--- config.mk ---
export PLATFORM = sky130hd
export DESIGN_NAME = wts_ram
export DESIGN_NICKNAME = d
export VERILOG_FILES = /design/src/design/wts_ram.sv
export SDC_FILE = /design/constraint.sdc
export NUM_CORES = 1
export LEC_CHECK = 0
export ABC_CLOCK_PERIOD_IN_PS = 5800
export BUFFER_PORTS_ARGS = -buffer_cell sky130_fd_sc_hd__buf_2
export CORE_ASPECT_RATIO = 2
export CORE_MARGIN = 3
export CORE_UTILIZATION = 55
export CTS_BUF_LIST = sky130_fd_sc_hd__clkbuf_4
export DETAILED_ROUTE_END_ITERATION = 8
export GPL_TIMING_DRIVEN = 0
export PLACE_DENSITY = 0.71
export SETUP_SLACK_MARGIN = 0.2
export SLEW_MARGIN = 20
export SYNTH_ARGS = -nofsm -noshare
export SYNTH_HDL_FRONTEND = slang
export SYNTH_SLANG_ARGS = --single-unit
--- constraint.sdc ---
create_clock -name clk -period 5.8 [get_ports clk]
set_clock_uncertainty 0.05 [all_clocks]
set_input_delay 1.16 -clock clk [delete_from_list [all_inputs] [get_ports clk]]
set_output_delay 1.16 -clock clk [all_outputs]
set_load 0.05 [all_outputs]
--- src/design/wts_ram.sv ---
`default_nettype none

module wts_ram #(
    parameter int WIDTH = 18,
    parameter int DEPTH = 65
)(
    input  logic                     clk,
    input  logic                     we,
    input  logic [$clog2(DEPTH)-1:0] waddr,
    input  logic [WIDTH-1:0]         wdata,
    input  logic [$clog2(DEPTH)-1:0] raddr,
    output logic [WIDTH-1:0]         rdata
);

    logic [WIDTH-1:0] mem [DEPTH];
    logic [WIDTH-1:0] rdata_reg;

    always_ff @(posedge clk)
    begin
        if (we)
        begin
            mem[waddr] <= wdata;
        end
        rdata_reg <= mem[raddr];
    end

    assign rdata = rdata_reg;

endmodule

`default_nettype wire

Word level (Yosys, flattened, before mapping)
Memories as Yosys holds them, arrays and structs flattened. A register that Yosys moved wholly into a read port is not among the register bits.
Cells that the tools add are included.
{"block": "totals", "regBits": 0, "ram_bits": 1170, "input_bits": 34, "out_inout_bits": 18, "word_cells": 3, "memories": 1}
{"block": "op_classes", "n_mux": 2}
{"name": "mem", "words": 65, "word_bits": 18, "read_ports": 1, "rd_clocked_by_memory_dff": 1, "wr": 1, "line_no": "15", "text": "logic [WIDTH-1:0] mem [DEPTH];"}
{"cell": "$mux 1", "count": 2}

Logic depth before layout (Yosys ltp)
Gate-level depths: netlist of the first run.
{"block": "logic_depth", "word_depth": 2, "ltp_mapped": 10, "mapped_depth_nobuf": 6}

Least setup slack after synthesis of the first run
Ideal clock, no wire load.
{"block": "synth_timing", "path_type": "input-to-reg", "start": "in we", "end": "mem mem[18][0] (enable)", "arrival_time_ns": 3.009, "required_ns": 5.334, "path_slack_ns": 2.326, "cell_stages": 3, "path_buffers": 1, "path_cell_list": "clkbuf_1 -> nand3_1 -> nor3_1"}
{"block": "synth_via", "elab_chain_cells": 2}
{"item": "start: declaration", "line_no": "8", "text": "input logic we,"}
{"item": "$mux 1", "line_no": "20", "text": "if (we)"}
{"item": "$mux 1 (not written as such)", "line_no": "22", "text": "mem[waddr] <= wdata;"}
{"item": "end: declaration", "line_no": "15"}
Every way passes these cells.

==> qor.yml, run 1 <==
ys_seq_elements: 1188
drv_cap: 0
setup_violations: 0
grt_use_total_pct: 28.76
required_ps: 6680
worstPathCellList: "buf_2 > buf_2 > buf_2 > clkbuf_1 > mux4_2 > o21ai_0 > a31oi_1 > or3_1"
synth_top_cells_by_count: "1170 x edfxtp_1, 215 x mux2i_1, 180 x mux4_2"
cts_sinks: 1188
setup-tns-final_ps: 0
ios: 52
comb_power_share_pct: 6.0
grt_max_degree: 66
synth_edf_count: 1170
gr-total-overflow: 0
drv_slew: 0
critical_path.slowest_cell: "o21ai_0"
cp.arrival_ps: 4580
end_kind: "flip-flop"
fmax_mhz: 270.9
startpoint: "raddr[4]"
die_x_um: 210.0
synth_most_common_cell: "edfxtp_1"
nets: 2636
crit_top_cell: "buf_2"
ys_seq_area_share_pct: 77.51
synth_area_leaders: "edfxtp_1 77%, mux4_2 8.9%, mux2i_1 4.7%"
syn_area_um2: 45790
cts_tree: "yes"
p_switching_mw: 3.713
antenna_found_initial: 9
hold_depth: 1
root_buffer: "clkbuf_4"
hold_buffers: 0
avgRoutedWirePerCell_um: 31.93
yosys_warnings: 0
worstSetupPathType: "in2reg"
clk_latency_ps: 1090
cts_setup_buffers: 0
crit_cells: 8
p_int_mw: 12.53
vdd_ir_drop_max_mv: 0.2843
drtIter0Drc: 2105
yosys_most_used_dff: "edfxtp_1"
drive_gt1_share_pct: 29.62
timing.final.crit_share_pct: 63.65
ant_nets: 0
clock_path_buffers: 3
slew-limit-headroom_pct: 34.41
place.gp.congestion: 0.9623
die_area_um2: 86970
placementRows: 149
io_buffers: 46
holdWs_ps: 440.7
largest_reg_flops: 1170
seqPwrFrac_pct: 58.4
cts_buffers: 237
total_power_mw: 16.24
hp-class: "in2reg"
worst_setup_path_start_kind: "input port"
drtPass1Iterations: 5
drc: 0
r2r_slack_ps: 3080
wirelength_mm: 123.1
worstHoldStart: "wdata[4]"
hold-path-endpoint: "mem[52][4]"
synth_top_cell_area_share_pct: 76.72
cp_num_buf_inv: 4
worstPathMaxFanout: 10
vias_per_cell: 6.240
core_um2: 82590
yosysTopAreaCell: "edfxtp_1"
crit_family: "buffers and inverters"
reg2reg_from: "mem[19][8]"
yosysUniqueCellTypes: 40
status: "finished clean"
initial_core_util_pct: 55.45
power_leakage_nw: 16.82
critPathMaxStageDelay_ps: 750
syn_avg_cell_area_um2: 20.39
ff2ff_path_depth: 6
synthToLayoutAreaGrowth_pct: 12.48
num_vias: 24062
p_clk_share_pct: 35.7
grt_pass1_vias: 25411
synth_async_sr_flop_share_pct: 0
clk_pin_slew_ps: 70
rsz0062_at_grt: "false"
htreeDepth: 4
die_h_um: 414.1
period_minus_slack_ps: 3692
switching_share_pct: 22.86
r2r_end: "rdata[8]"
cts_resized: 0
synth.net_count: 2280
dpl.hpwl_mm: 84.12
p_per_area_nw_per_um2: 315.3
finalHoldViolCount: 0
tightest_slew_ps: 978.0
grt_pass1_wl_mm: 174.9
synth_cells: 2246
## worst register-to-register path, stage by stage, from the launching register on
cell	delay [ps]
edfxtp_1	370
mux2_2	300
nand2_1	70
o221ai_1	350
nor4_1	660
a31oi_1	300
or3_1	510
## through the flow
| stage | instances | setup WS [ps] | util [%] | cell area, um^2 |
|---|---|---|---|---|
| 2_1_floorplan | 2246 | 2326 | - | 45790 |
| 3_3_place_gp | 3349 | 622.5 | 57.33 | 47350 |
| 3_5_place_dp | 3420 | 982.5 | 58.76 | 48530 |
| 4_1_cts | 3846 | 2157 | 62.34 | 51480 |
| 5_1_grt | 3849 | 2221 | 62.35 | 51490 |
| 6_report | 3856 | 2108 | 62.37 | 51510 |
## cell families after synthesis
family                 after synthesis  synth area share, %
flip-flops                        1188                77.51
multiplexers                       414                14.02
AND/OR/NAND/NOR                    259                3.033
AO/OA/AOI/OAI                      252                3.888
buffers and inverters              133                1.549
## cells in the final DEF (no fill, tap or decap), types with 19 or more instances in the layout
cell type	synthesis	layout
a211oi_1	108	108
buf_2	50	78
buf_4	7	41
buf_6	11	35
buf_8	2	27
clkbuf_1	55	55
clkbuf_4	0	344
clkinv_1	0	56
edfxtp_1	1170	1170
mux2_2	19	19
mux2i_1	215	215
mux4_2	180	180
nand2_1	44	44
nor2_2	0	47
nor2b_1	78	78
o21ai_0	26	21
o221ai_1	35	35
or3_1	19	19
## power groups by stage
stage          logic [mW]  registers, mW  clock network, mW
2_1_floorplan       0.437           9.72                  0
3_3_place_gp        0.921           9.67                  0
3_5_place_dp        0.969           9.67                  0
4_1_cts             0.971           9.48               5.90
5_1_grt              1.01           9.48               6.29
6_report            0.972           9.48               5.79
## how the worst max path moves through the flow
stage / end / slack, ps
floorplan: mem[18][0] / 2330
global placement: rdata[9] / 620
detailed placement: rdata[13] / 980
CTS: rdata[13] / 2160
global route: rdata[14] / 2220
finish: rdata[13] / 2110
## final cells by class
cell class                 instances  area (um^2)
fill                            5829        31080
timing repair buffer             117         1184
tap                             1057         1323
clock buffer                     344         2582
sequential                      1188        35490
buffer                           133        709.4
clock inverter                    82        372.9
antenna                           10        25.02
multi-input combinational        925         9819
## routing by layer
layer  GRT usage, %  vias to the layer above  routed length, um
met2          50.57                     1194              65490
met5              0                        -                 13
met4          22.59                        2              11490
met1          30.33                    12305              38020
li1               -                    10203                  -
met3          4.844                      358               8090
(Power assumes the default switching activity.)
==> run 2, diff against run 1 <==
--- a/config.mk
+++ b/config.mk
@@ -5,7 +5,7 @@
 export SDC_FILE = /design/constraint.sdc
 export NUM_CORES = 1
 export LEC_CHECK = 0
-export ABC_CLOCK_PERIOD_IN_PS = 5800
+export ABC_CLOCK_PERIOD_IN_PS = 3450
 export BUFFER_PORTS_ARGS = -buffer_cell sky130_fd_sc_hd__buf_2
 export CORE_ASPECT_RATIO = 2
 export CORE_MARGIN = 3
==> constraint.sdc (replaced) <==
create_clock -name clk -period 3.45 [get_ports clk]
set_clock_uncertainty 0.05 [all_clocks]
set_input_delay 0.69 -clock clk [delete_from_list [all_inputs] [get_ports clk]]
set_output_delay 0.69 -clock clk [all_outputs]
set_load 0.05 [all_outputs]
==> run 2 against run 1 <==
Against the previous run:
- sequential share of layout area decreased by 0.080 points
- global-route usage barely moved
- hold slack worse by 300 ps
- flip-flop and latch count unchanged
- routed wire length increased by 0.18%
- die area did not move
- critical path type unchanged
- critical endpoint unchanged
==> qor.yml, run 2 (synthesis gave the netlist of run 1 again) <==
timing.final.crit_share_pct: 93.79
core_um2: 82590  # unchanged
holdWs_ps: 138.3  # -302.3 ps
worstSetupPathType: "in2reg"
fmax_mhz: 309.0
nFillCells: 5823  # -0.10%
cp_num_buf_inv: 4  # unchanged
crit_cells: 8  # unchanged
worstPathMaxFanout: 10  # unchanged
tightest_slew_ps: 1010  # +32.00 ps
antenna_found_initial: 9  # unchanged
r2r_end: "rdata[9]"
die_area_um2: 86970  # unchanged
clk_latency_ps: 1100  # about the same
cp.arrival_ps: 4130  # -450 ps
p_clk_share_pct: 35.7  # about the same
synthToLayoutAreaGrowth_pct: 12.62
grt_pass1_wl_mm: 175.0  # about the same
drc: 0  # unchanged
largest_reg_flops: 1170  # unchanged
period_minus_slack_ps: 3236
ff2ff_path_depth: 5  # -1
worstHoldStart: "waddr[6]"
fin_ws_ps: 214.1  # -1894 ps
clk_pin_slew_ps: 70  # about the same
wirelength_mm: 123.3  # +0.18%
regArea_um2: 35490  # unchanged
worstPathCellList: "buf_2 > buf_2 > buf_2 > clkbuf_1 > mux4_2 > o21ai_0 > a31oi_1 > or3_1"
place.gp.congestion: 0.9623  # unchanged
switching_share_pct: 22.93  # +0.064 points
drive_gt1_share_pct: 29.55  # -0.064 points
die_x_um: 210.0  # unchanged
reg2reg_from: "mem[45][9]"
layout_commonest_cell: "edfxtp_1"
p_int_mw: 21.06  # +68%
grt_use_total_pct: 28.76  # about the same
cts_tree: "yes"
avgRoutedWirePerCell_um: 31.94  # about the same
grt_pass1_vias: 25430  # +0.075%
initial_core_util_pct: 55.45  # unchanged
hp-class: "in2reg"
ios: 52  # unchanged
vdd_ir_drop_max_mv: 0.4778  # +68%
dpl.hpwl_mm: 84.12  # unchanged
nets: 2642  # +0.23%
drtPass1Iterations: 6  # +1
die_h_um: 414.1  # unchanged
layout_common_cells: "1170 x edfxtp_1, 344 x clkbuf_4, 215 x mux2i_1"
r2r_slack_ps: 720  # -2360 ps
num_vias: 24099  # +0.15%
hold-path-endpoint: "mem[64][4]"
place_ws_ps: -897.5  # -1880 ps
clock_path_buffers: 3  # unchanged
required_ps: 4340  # -2340 ps
crit_family: "buffers and inverters"
critical_path.slowest_cell: "o21ai_0"
p_per_area_nw_per_um2: 529.9  # +68%
placementRows: 149  # unchanged
rsz0062_at_grt: "false"
setup_violations: 0  # unchanged
finalHoldViolCount: 0  # unchanged
power_leakage_nw: 16.85  # +0.15%
vias_per_cell: 6.240  # about the same
setup-tns-final_ps: 0  # unchanged
cts_setup_buffers: 0  # unchanged
end_kind: "flip-flop"
io_buffers: 46  # unchanged
critPathMaxStageDelay_ps: 740  # about the same
ant_nets: 0  # unchanged
p_switching_mw: 6.266  # +69%
drv_slew: 0  # unchanged
multi_input_area_um2: 9819  # unchanged
drv_cap: 0  # unchanged
grt_max_degree: 66  # unchanged
root_buffer: "clkbuf_4"
slew-limit-headroom_pct: 32.26  # -2.1 points
seqPwrFrac_pct: 58.3  # about the same
cts_sinks: 1188  # unchanged
status: "finished clean"
gr-total-overflow: 0  # unchanged
comb_power_share_pct: 6.0  # about the same
crit_top_cell: "buf_2"
hold_depth: 3  # +2
htreeDepth: 4  # unchanged
drtIter0Drc: 2100  # -0.24%
worst_setup_path_start_kind: "input port"
cts_buffers: 237  # unchanged
## run 2: final cells by class
| type | instances | area share [%] |
|---|---|---|
| Antenna cell | 10 | 0.04852 |
| Buffer | 133 | 1.376 |
| Clock buffer | 344 | 5.008 |
| Clock inverter | 82 | 0.7230 |
| Multi-Input combinational cell | 925 | 19.04 |
| Sequential cell | 1188 | 68.83 |
| Tap cell | 1057 | 2.565 |
| Timing Repair Buffer | 123 | 2.412 |
## run 2: worst register-to-register path: cells and delay by family, from the launching register on
family | cells | cell delay, ps
AOI/OAI and AO/OA | 2 | 1030
muxes | 1 | 510
and+or+nand+nor | 2 | 640
DFF | 1 | 380
## run 2: layer usage
| layer | part of all wire [%] | global-route usage [%] |
|---|---|---|
| met1 | 31 | 30.37 |
| met2 | 53 | 50.56 |
| met3 | 6.3 | 4.836 |
| met4 | 9.3 | 22.59 |
| met5 | 0.011 | 0 |
## run 2: worst max-delay path by stage
stage	start	end	slack, ps
2_1_floorplan	we	mem[18][0]	450
3_3_place_gp	raddr[4]	rdata[9]	-1260
3_5_place_dp	raddr[4]	rdata[13]	-900
4_1_cts	raddr[4]	rdata[13]	280
5_1_grt	raddr[4]	rdata[14]	340
6_report	raddr[4]	rdata[13]	210
## run 2: through the flow
step / power (mW) / util (%) / area (um^2) / instances
after floorplan: 17.08 / - / 45790 / 2246
after global placement: 17.81 / 57.33 / 47350 / 3349
after detailed placement: 17.88 / 58.76 / 48530 / 3420
after CTS: 27.49 / 62.41 / 51540 / 3852
after global routing: 28.20 / 62.42 / 51550 / 3855
final: 27.33 / 62.44 / 51570 / 3862
## run 2: what timing repair did
| action | CTS | global route |
|---|---|---|
| resized for setup | 0 | 0 |
| endpoints found under the hold margin | 121 | 0 |
| hold buffers | 6 | 0 |
## run 2: power groups by stage
stage / combinational [mW] / clock, mW / sequential [mW]
finish: 1.64 / 9.75 / 15.9
global route: 1.70 / 10.6 / 15.9
CTS: 1.64 / 9.93 / 15.9
detailed placement: 1.63 / 0 / 16.3
global placement: 1.55 / 0 / 16.3
floorplan: 0.735 / 0 / 16.3
