==> src/design/wts_pkg.sv <==
`default_nettype none

package wts_pkg;

    localparam int LEN_W  = 7;
    localparam int STD_W  = 17;
    localparam int STAT_W = 2;
    localparam int PCT_W  = 21;
    localparam int AVG_W  = 19;

    localparam logic [LEN_W-1:0] LEN_RESET = 7'd7;
    localparam logic [STD_W-1:0] STD_MAX   = 17'h1FFFF;
    localparam logic [PCT_W-1:0] PCT_LIMIT = 21'd1000000;

    // twice the percent scale, for round half away from zero
    localparam int PCT_SCALE = 200;

    localparam logic [STAT_W-1:0] STAT_NONE      = 2'd0;
    localparam logic [STAT_W-1:0] STAT_OK        = 2'd1;
    localparam logic [STAT_W-1:0] STAT_OLD_ZERO  = 2'd2;
    localparam logic [STAT_W-1:0] STAT_SATURATED = 2'd3;

    typedef enum logic [3:0] {
        ST_IDLE,
        ST_SUM,
        ST_MUL_LEN,
        ST_MUL_SQ,
        ST_DIFF,
        ST_SQRT_GO,
        ST_SQRT_WAIT,
        ST_STD_GO,
        ST_STD_WAIT,
        ST_AVG_GO,
        ST_AVG_WAIT,
        ST_PCT_GO,
        ST_PCT_WAIT,
        ST_DONE
    } wts_state_t;

    typedef struct packed {
        logic start;
        logic sqrt_mode;
    } arith_cmd_t;

endpackage

`default_nettype wire

==> src/design/wts_arith_unit.sv <==
`default_nettype none

module wts_arith_unit
    import wts_pkg::*;
#(
    parameter int X_W   = 52,
    parameter int NUM_W = 27,
    parameter int DEN_W = 19
)(
    input  logic             clk,
    input  logic             rst_n,
    input  arith_cmd_t       cmd,
    input  logic [X_W-1:0]   radicand,
    input  logic [NUM_W-1:0] numerator,
    input  logic [DEN_W-1:0] divisor,
    output logic             done,
    output logic [NUM_W-1:0] result
);

    localparam int SQ_STEPS = X_W / 2;
    localparam int SRC_W    = (X_W > NUM_W) ? X_W : NUM_W;
    localparam int REM_W    = (SQ_STEPS + 2 > DEN_W + 1) ? SQ_STEPS + 2 : DEN_W + 1;
    localparam int STEP_MAX = (SQ_STEPS > NUM_W) ? SQ_STEPS : NUM_W;
    localparam int STEP_W   = $clog2(STEP_MAX + 1);

    logic              busy_reg, busy_next;
    logic              done_reg, done_next;
    logic [STEP_W-1:0] step_reg, step_next;
    logic              mode_reg, mode_next;
    logic [SRC_W-1:0]  src_reg, src_next;
    logic [REM_W-1:0]  rem_reg, rem_next;
    logic [NUM_W-1:0]  quo_reg, quo_next;
    logic [DEN_W-1:0]  den_reg, den_next;

    logic [REM_W-1:0]  shifted;
    logic [REM_W-1:0]  trial;
    logic              fits;

    always_comb
    begin
        if (mode_reg)
        begin
            shifted = {rem_reg[REM_W-3:0], src_reg[SRC_W-1 -: 2]};
            trial   = REM_W'({quo_reg, 2'b01});
        end
        else
        begin
            shifted = {rem_reg[REM_W-2:0], src_reg[SRC_W-1]};
            trial   = REM_W'(den_reg);
        end
        fits = (shifted >= trial);
    end

    always_comb
    begin
        busy_next = busy_reg;
        done_next = 1'b0;
        step_next = step_reg;
        mode_next = mode_reg;
        src_next  = src_reg;
        rem_next  = rem_reg;
        quo_next  = quo_reg;
        den_next  = den_reg;
        if (cmd.start)
        begin
            busy_next = 1'b1;
            mode_next = cmd.sqrt_mode;
            rem_next  = '0;
            quo_next  = '0;
            den_next  = divisor;
            if (cmd.sqrt_mode)
            begin
                step_next = STEP_W'(SQ_STEPS);
                src_next  = SRC_W'(radicand) << (SRC_W - X_W);
            end
            else
            begin
                step_next = STEP_W'(NUM_W);
                src_next  = SRC_W'(numerator) << (SRC_W - NUM_W);
            end
        end
        else if (busy_reg)
        begin
            rem_next  = fits ? shifted - trial : shifted;
            quo_next  = {quo_reg[NUM_W-2:0], fits};
            src_next  = mode_reg ? (src_reg << 2) : (src_reg << 1);
            step_next = step_reg - 1'b1;
            if (step_reg == STEP_W'(1))
            begin
                busy_next = 1'b0;
                done_next = 1'b1;
            end
        end
    end

    always_ff @(posedge clk or negedge rst_n)
    begin
        if (!rst_n)
        begin
            busy_reg <= 1'b0;
            done_reg <= 1'b0;
            step_reg <= '0;
        end
        else
        begin
            busy_reg <= busy_next;
            done_reg <= done_next;
            step_reg <= step_next;
        end
    end

    always_ff @(posedge clk)
    begin
        mode_reg <= mode_next;
        src_reg  <= src_next;
        rem_reg  <= rem_next;
        quo_reg  <= quo_next;
        den_reg  <= den_next;
    end

    assign done   = done_reg;
    assign result = quo_reg;

endmodule

`default_nettype wire
==> config.mk <==
export PLATFORM = sky130hd
export DESIGN_NAME = wts_arith_unit
export DESIGN_NICKNAME = d
export VERILOG_FILES = /design/src/design/wts_pkg.sv /design/src/design/wts_arith_unit.sv
export SDC_FILE = /design/constraint.sdc
export NUM_CORES = 1
export LEC_CHECK = 0
export BUFFER_PORTS_ARGS = -buffer_cell sky130_fd_sc_hd__buf_4
export CORE_MARGIN = 1.5
export CORE_UTILIZATION = 58
export CTS_BUF_LIST = sky130_fd_sc_hd__clkbuf_8 sky130_fd_sc_hd__clkbuf_16
export DETAILED_ROUTE_END_ITERATION = 8
export HOLD_SLACK_MARGIN = 0.02
export PLACE_DENSITY = 0.82
export SYNTH_ARGS = -nofsm -noshare
export SYNTH_HDL_FRONTEND = slang
export SYNTH_SLANG_ARGS = --single-unit
==> constraint.sdc <==
create_clock -name clk -period 4.1 [get_ports clk]
set_clock_uncertainty 0.15 [all_clocks]
set_input_delay 0.615 -clock clk [delete_from_list [all_inputs] [get_ports clk]]
set_output_delay 0.615 -clock clk [all_outputs]
set_load 0.02 [all_outputs]
Word-level counts from Yosys, hierarchy flattened
Index checks and enable logic that the tools add are counted.
{"block": "word_totals", "ff_bits": 133, "input_bits": 102, "out_inout_bits": 28, "wordCells": 29}
{"block": "op_classes", "n_eq_ne": 1, "addsub": 2, "reduce_logical": 1, "mux": 16, "order_cmp": 1}
{"cell": "$mux W52", "count": 4}
{"cell": "$mux W28", "count": 2}
{"cell": "$ge A28 B28 Y1", "count": 1}
{"cell": "$mux W27", "count": 1}
{"cell": "$sub A27 B27 Y27", "count": 1}
{"cell": "$mux W5", "count": 2}
{"cell": "$mux W1", "count": 7}
{"cell": "$eq A5 B1 Y1 const B", "count": 1}
{"cell": "$sub A5 B1 Y5 const B", "count": 1}
{"cell": "$reduce_bool A2 Y1", "count": 1}

Longest topological paths before layout
Gate-level depths: netlist (run 1).
{"block": "depth", "word_depth": 4, "depth_mapped": 16}

Worst setup path after synthesis (run 1)
Ideal clock, no wire load.
{"block": "synth_timing", "path_kind": "flip-flop to flip-flop", "start": "reg mode_reg", "end": "reg rem_reg[0]", "period_less_slack_ns": 3.701, "stages_incl_launch_ff": 16, "arrival_ns": 3.433, "path_slack_ns": 0.399, "n_path_buf": 4, "path_cell_list": "edfxtp_1 clkbuf_1 clkbuf_1 buf_1 or2_2 ha_1 inv_1 fa_1 a21oi_1 a2bb2oi_2 a21oi_2 a311oi_2 or2_1 buf_6 nand2_1 a32o_1"}
{"block": "synth_between", "elab_chain_len": 3, "elab_cells_between_ends": 5, "classes_between": "add/sub: 1; order compare: 1; mux: 3"}
{"element": "from (decl)", "line": "wts_arith_unit.sv:29", "source": "logic mode_reg, mode_next;"}
{"element": "from (signal assigned)", "line": "wts_arith_unit.sv:114", "source": "mode_reg <= mode_next;"}
{"element": "$mux W28", "line": "wts_arith_unit.sv:41", "source": "if (mode_reg)"}
{"element": "$sub A27 B27 Y27 / $ge A28 B28 Y1 (equally long branches)", "line": "wts_arith_unit.sv:84, wts_arith_unit.sv:51"}
{"element": "$mux W27 *", "line": "wts_arith_unit.sv:84", "source": "rem_next = fits ? shifted - trial : shifted;"}
{"element": "to (signal assigned)", "line": "wts_arith_unit.sv:116", "source": "rem_reg <= rem_next;"}
{"element": "to (decl)", "line": "wts_arith_unit.sv:31", "source": "logic [REM_W-1:0] rem_reg, rem_next;"}
Mark *: on every way between the ends. The rest lies on a longest branch, timed or not.
A chain may end at the register's enable or synchronous reset.

Final worst setup path (run 1)
{"block": "layout_timing", "start": "reg mode_reg", "end": "reg rem_reg[7]"}
Same word-level chain as after synthesis.

==> results of run 1 <==
[per-layer routing]
layer | global-route usage, % | share of wire (%) | vias up
met4 | 11.91 | 2.8 | 0
li1 | - | - | 3190
met1 | 36.75 | 45 | 3204
met3 | 5.357 | 5.5 | 53
met5 | 0 | 0 | -
met2 | 43.32 | 47 | 228
[worst max-delay path, delay by kind of cell (launching register included)]
kind            cells  cell delay, ps
simple gates        3             520
compound gates      5            1190
mux                 1             390
buf+inv             2             570
flops               1             430
fa+ha+maj           1             440
[power groups by stage]
stage	combinational [mW]	clock, mW	sequential, mW
final	2.67	1.60	1.73
after global routing	2.90	1.67	1.75
after CTS	2.63	1.61	1.72
after detailed placement	2.58	0	1.74
after global placement	2.53	0	1.74
after floorplan	2.05	0	1.71
[worst max path at each step]
| stage | startpoint | endpoint | cells after the start |
|---|---|---|---|
| 2_1_floorplan | mode_reg$_DFFE_PP_ | rem_reg[0]$_SDFFE_PP0P_ | 15 |
| 3_3_place_gp | mode_reg$_DFFE_PP_ | rem_reg[0]$_SDFFE_PP0P_ | 13 |
| 3_5_place_dp | mode_reg$_DFFE_PP_ | rem_reg[0]$_SDFFE_PP0P_ | 13 |
| 4_1_cts | mode_reg$_DFFE_PP_ | rem_reg[7]$_SDFFE_PP0P_ | 13 |
| 5_1_grt | mode_reg$_DFFE_PP_ | rem_reg[7]$_SDFFE_PP0P_ | 13 |
| 6_report | mode_reg$_DFFE_PP_ | rem_reg[7]$_SDFFE_PP0P_ | 12 |
[through the flow]
step | total power [mW] | utilization (%) | cells | hold slack [ps] | instance area, sq um
2_1_floorplan | 3.766 | - | 802 | 169.4 | 8064
3_3_place_gp | 4.269 | 67.88 | 1066 | 284.4 | 9096
3_5_place_dp | 4.329 | 67.88 | 1066 | 289.9 | 9096
4_1_cts | 5.966 | 72.58 | 1099 | 201.1 | 9726
5_1_grt | 6.311 | 72.58 | 1099 | 203.7 | 9726
6_report | 5.994 | 72.58 | 1099 | 214.9 | 9726
[synthesized netlist by cell type, types with 15 or more instances]
| master | n |
|---|---|
| o21ai_0 | 45 |
| edfxtp_1 | 72 |
| nor2b_1 | 31 |
| nor2_1 | 66 |
| a211oi_1 | 35 |
| ha_1 | 30 |
| nand2_1 | 71 |
| clkbuf_1 | 38 |
| dfxtp_1 | 54 |
| mux2i_1 | 106 |
| xor2_1 | 15 |
| a21oi_1 | 53 |
| mux2_2 | 27 |
[what timing repair did]
item / CTS / global route
hold buffers: 1 / 0
hold endpoints to repair: 7 / 0
gates resized for setup: 0 / 0
[cell families after synthesis]
group,after synthesis,synth area share (%)
and+or+nand+nor,220,12.99
buffers and inverters,64,3.724
xor gates and xnor gates,27,2.933
AOI/OAI and AO/OA,194,16.14
muxes,133,16.93
adders and majority gates,31,4.903
DFF,133,42.39
[layout make-up]
type | count | area [sq um] | share of cell area [%]
Multi-Input combinational cell | 605 | 4345 | 44.68
Sequential cell | 133 | 3420 | 35.16
Timing Repair Buffer | 145 | 1091 | 11.22
Clock buffer | 19 | 464.2 | 4.773
Tap cell | 176 | 220.2 | 2.264
Clock inverter | 13 | 155.1 | 1.595
Inverter | 8 | 30.03 | 0.3088
==> flow_summary_export.csv, run 1 <==
group,metric,value,unit
setup_path,critPathMaxStageDelay,440,ps
placement,hpwl,13170,um
final_layout,synthToLayoutAreaGrowth,20.61,%
status,status,"finished, final reports clean",
yosys,ys.flop_type,"edfxtp_1",
global_routing,grt_first_pass_wirelength,31780,um
pwr,leakage,4.286,nW
clocking,cts_tree,"built",
final_layout,layout_commonest_cell,"buf_4",
final_layout,diodes,0,
pwr,p_comb_share,44.5,%
clocking,numCtsBuffers,17,
yosys,yosys_warnings,0,
drt,drt_wl_total,19680,um
setup_path,worst_r2r_endpoint,"rem_reg[7]$_SDFFE_PP0P_",
sta,fin_crit_sh,92.43,%
pwr,power_density,616.4,nW/um^2
drt,ant_nets,0,
sta,rsz0062_at_grt,"no",
hold_path,min_to,"den_reg[9]$_DFFE_PP_",
setup_path,cp_data_required_time,4280,ps
clocking,h-tree-depth,4,
setup_path,r2r_slack,310,ps
placement,dp_slack,372.7,ps
floorplan,start_util,60.18,%
sta,fin_ws,310.5,ps
hold_path,hold_class,"input port to register",
setup_path,arrival,3970,ps
setup_path,reg2reg_from,"mode_reg$_DFFE_PP_",
drt,viasPerCell,6.074,
global_routing,antenna_found_initial,0,
yosys,syn-instance-count,802,
sta,fmax,263.9,MHz
final_layout,drive_above_1_share,24.16,%
pwr,clock_power_share,26.7,%
floorplan,core_area,13400,sq um
final_layout,largest_reg_flops,52,
sta,worst_pin_slew,1123,ps
clocking,cts_root_buf,"clkbuf_16",
drt,num_vias,6675,
setup_path,crit_fanout,22,
global_routing,track_usage,27.40,%
yosys,synthArstFlopShare,5.263,%
global_routing,grt_pass1_vias,6607,
placement,portBuffers,129,
sta,setup_viol,0,
setup_path,cp-start-kind,"register",
pwr,seq_power_share,28.8,%
yosys,synth_edf_count,72,
clocking,post_cts_buffers,0,
sta,slew_headroom,25.16,%
sta,final-max-slew-violation-count,0,
yosys,synth_area_leader_cell,"edfxtp_1",
final_layout,nNetsFinal,1043,
floorplan,die_h,120.9,um
yosys,yosysTopAreaCellShare,26.81,%
yosys,ys_types,63,
placement,place.gp.congestion,0.9705,
pwr,p_sw,2.241,mW
setup_path,path_class,"register to register",
yosys,ys_seq_elements,133,
floorplan,rows,42,
floorplan,io_pins,130,
job,drv_cap,0,
clocking,clock_sinks,133,
yosys,synth.area.top_cells,"edfxtp_1 27%, dfxtp_1 13%, mux2i_1 13%, ha_1 4.7%, mux2_2 3.8%",
sta,tns,0,ps
yosys,ys_seq_area_share,42.39,%
final_layout,final_cell_mix,"144 x buf_4, 106 x mux2i_1, 72 x edfxtp_1",
pwr,intPower,3.754,mW
global_routing,grt_remaining_overflow,0,
setup_path,cp_cell_sequence,"buf_4 -> mux2_2 -> ha_1 -> a21oi_2 -> o21ai_1 -> a211oi_2 -> nand2_1 -> a311oi_2 -> or2_1 -> buf_4 -> nand2_1 -> a311oi_1",
clocking,insertion_delay,430,ps
floorplan,die_area,14620,sq um
pwr,switching_share,37.38,%
drt,dr.pass1.iters,8,
hold_path,hold_start,"divisor[9]",
yosys,syn_area,8064,sq um
sta,period_needed,3790,ps
hold_path,holdPathStages,1,
yosys,avgSynthCellArea,10.05,sq um
setup_path,r2r_cells,12,
pwr,peakVddDrop,0.4448,mV
clocking,cts_buffer_depth,2,
sta,hold_viol_final,0,
drt,detail_route.wl_per_cell,17.91,um
clocking,clkTransAtPathRegs,60,ps
drt,drc_errors,0,
final_layout,fill_cells,984,
floorplan,die_x,120.9,um
yosys,syn_nets,935,
global_routing,grt_max_degree,81,
drt,drtIter0Drc,515,
setup_path,cp-end-kind,"register",
setup_path,slowest_stage,"ha_1",
(Power assumes the default switching activity.)
==> run 2, diff against run 1 <==
--- a/config.mk
+++ b/config.mk
@@ -12,6 +12,7 @@
 export DETAILED_ROUTE_END_ITERATION = 8
 export HOLD_SLACK_MARGIN = 0.02
 export PLACE_DENSITY = 0.82
+export SETUP_SLACK_MARGIN = 0.4
 export SYNTH_ARGS = -nofsm -noshare
 export SYNTH_HDL_FRONTEND = slang
 export SYNTH_SLANG_ARGS = --single-unit
==> run 2 against run 1 <==
- final cell count up 0.18%
- die area unchanged
- worst hold slack worse by 3.2 ps
- total power down 0.84%
- via count down 2.6%
- largest cell class unchanged
- non-clock buffer count up 2
- largest power group unchanged
- wire length down 3.4%
- setup slack better by 260 ps
==> flow_summary_export.csv, run 2 (synthesis gave the netlist of run 1 again) <==
group,metric,value,unit
pwr,leakage,4.292,nW
setup_path,path_class,"register to register",
sta,whs,211.7,ps
clocking,insertion_delay,430,ps
placement,portBuffers,129,
global_routing,grt_max_degree,79,
clocking,h-tree-depth,4,
final_layout,synthToLayoutAreaGrowth,21.06,%
placement,postPlaceCellArea,9136,sq um
sta,final-max-slew-violation-count,0,
final_layout,drive_above_1_share,24.86,%
placement,hpwl,13040,um
final_layout,multi_input_area,4373,sq um
drt,wl_met1,8582,um
hold_path,hold_class,"input port to register",
drt,drc_errors,0,
clocking,clock_sinks,133,
clocking,cts_root_buf,"clkbuf_16",
final_layout,fin_area,9762,sq um
clocking,numCtsBuffers,17,
setup_path,cp-start-kind,"register",
drt,wl_met2,9239,um
setup_path,cp-end-kind,"register",
final_layout,fill_cells,996,
floorplan,die_x,120.9,um
final_layout,diodes,0,
floorplan,die_h,120.9,um
final_layout,largest_reg_flops,52,
floorplan,core_area,13400,sq um
drt,top_layer,"met4",
drt,detail_route.wl_per_cell,17.27,um
hold_path,holdPathStages,1,
drt,ant_nets,0,
global_routing,grt_pass1_vias,6350,
floorplan,die_area,14620,sq um
drt,wl_met3,903,um
setup_path,r2r_cells,13,
drt,viasPerCell,5.905,
clocking,cts_buffer_depth,2,
floorplan,start_util,60.18,%
final_layout,seqCellArea,3420,sq um
final_layout,nNetsFinal,1045,
sta,setup_viol,0,
clocking,clkTransAtPathRegs,60,ps
floorplan,io_pins,130,
drt,drtIter0Drc,564,
sta,fin_ws,567.7,ps
pwr,power_density,608.9,nW/um^2
sta,worst_pin_slew,1104,ps
final_layout,utilization,72.85,%
global_routing,grt_remaining_overflow,0,
floorplan,rows,42,
placement,dp_slack,238.5,ps
status,status,"finished, final reports clean",
drt,dr.pass1.iters,5,
final_layout,layout_commonest_cell,"buf_4",
global_routing,track_usage,26.22,%
sta,fin_crit_sh,86.15,%
placement,place.gp.congestion,0.9819,
clocking,cts_tree,"built",
pwr,peakVddDrop,0.3507,mV
global_routing,antenna_found_initial,0,
job,drv_cap,0,
setup_path,crit_fanout,25,
sta,hold_viol_final,0,
sta,slew_headroom,26.28,%
drt,drt_wl_total,19020,um
setup_path,cp_data_required_time,4280,ps
sta,rsz0062_at_grt,"yes",
sta,period_needed,3532,ps
drt,num_vias,6501,
sta,tns,0,ps
sta,fmax,283.1,MHz
global_routing,grt_first_pass_wirelength,30680,um
final_layout,final_cell_mix,"143 x buf_4, 105 x mux2i_1, 72 x edfxtp_1",
setup_path,arrival,3710,ps
[run 2: worst max-delay path, cell delays in order (launching register included)]
cell	delay (ps)
edfxtp_1	440
buf_12	220
mux2i_2	250
ha_1	190
inv_1	50
fa_1	420
a21oi_2	250
a2bb2oi_4	210
a21oi_2	110
a311oi_2	410
or2_4	330
buf_4	210
a32oi_1	110
o31ai_1	80
[run 2: through the flow]
stage	total power, mW	instances
global placement	4.270	1068
global route	6.269	1101
finish	5.944	1101
CTS	5.869	1101
floorplan	3.766	802
detailed placement	4.331	1068
[run 2: layer usage]
layer / up-vias / global-route usage [%]
met4: 0 / 9.412
met1: 3113 / 36.08
met5: - / 0
met3: 25 / 4.511
met2: 180 / 41.80
li1: 3183 / -
[run 2: worst paths after layout]
check	endpoint	slack, ps	startpoint
max	rem_reg[18]$_SDFFE_PP0P_	570	mode_reg$_DFFE_PP_
max in group asynchronous	busy_reg$_DFF_PN0_	3270	rst_n
min in group asynchronous	step_reg[2]$_DFFE_PN0P_	390	rst_n
min reg2reg	rem_reg[1]$_SDFFE_PP0P_	330	rem_reg[1]$_SDFFE_PP0P_
min	den_reg[2]$_DFFE_PP_	210	divisor[2]
max reg2reg	rem_reg[18]$_SDFFE_PP0P_	570	mode_reg$_DFFE_PP_
[run 2: final cells by class]
| type | instances | share of cell area (%) |
|---|---|---|
| Multi-Input combinational cell | 605 | 44.80 |
| Tap cell | 176 | 2.256 |
| Clock inverter | 13 | 1.346 |
| Timing Repair Buffer | 147 | 11.63 |
| Sequential cell | 133 | 35.03 |
| Inverter | 8 | 0.3076 |
| Clock buffer | 19 | 4.640 |
[run 2: where the power goes]
part | switching (mW) | leakage [nW] | internal, mW | total (mW)
Combinational | 1.53 | 2.71 | 1.19 | 2.72
Sequential | 0.115 | 1.29 | 1.61 | 1.72
Clock | 0.579 | 0.294 | 0.924 | 1.50
Total | 2.23 | 4.29 | 3.72 | 5.94
[run 2: what timing repair did]
action,in CTS,in global routing
setup buffers,0,0
gates resized for setup,1,8
hold buffers,1,0
pin swaps,0,2
endpoints found under the setup margin,14,26
cloned,0,0
hold endpoints to repair,7,0
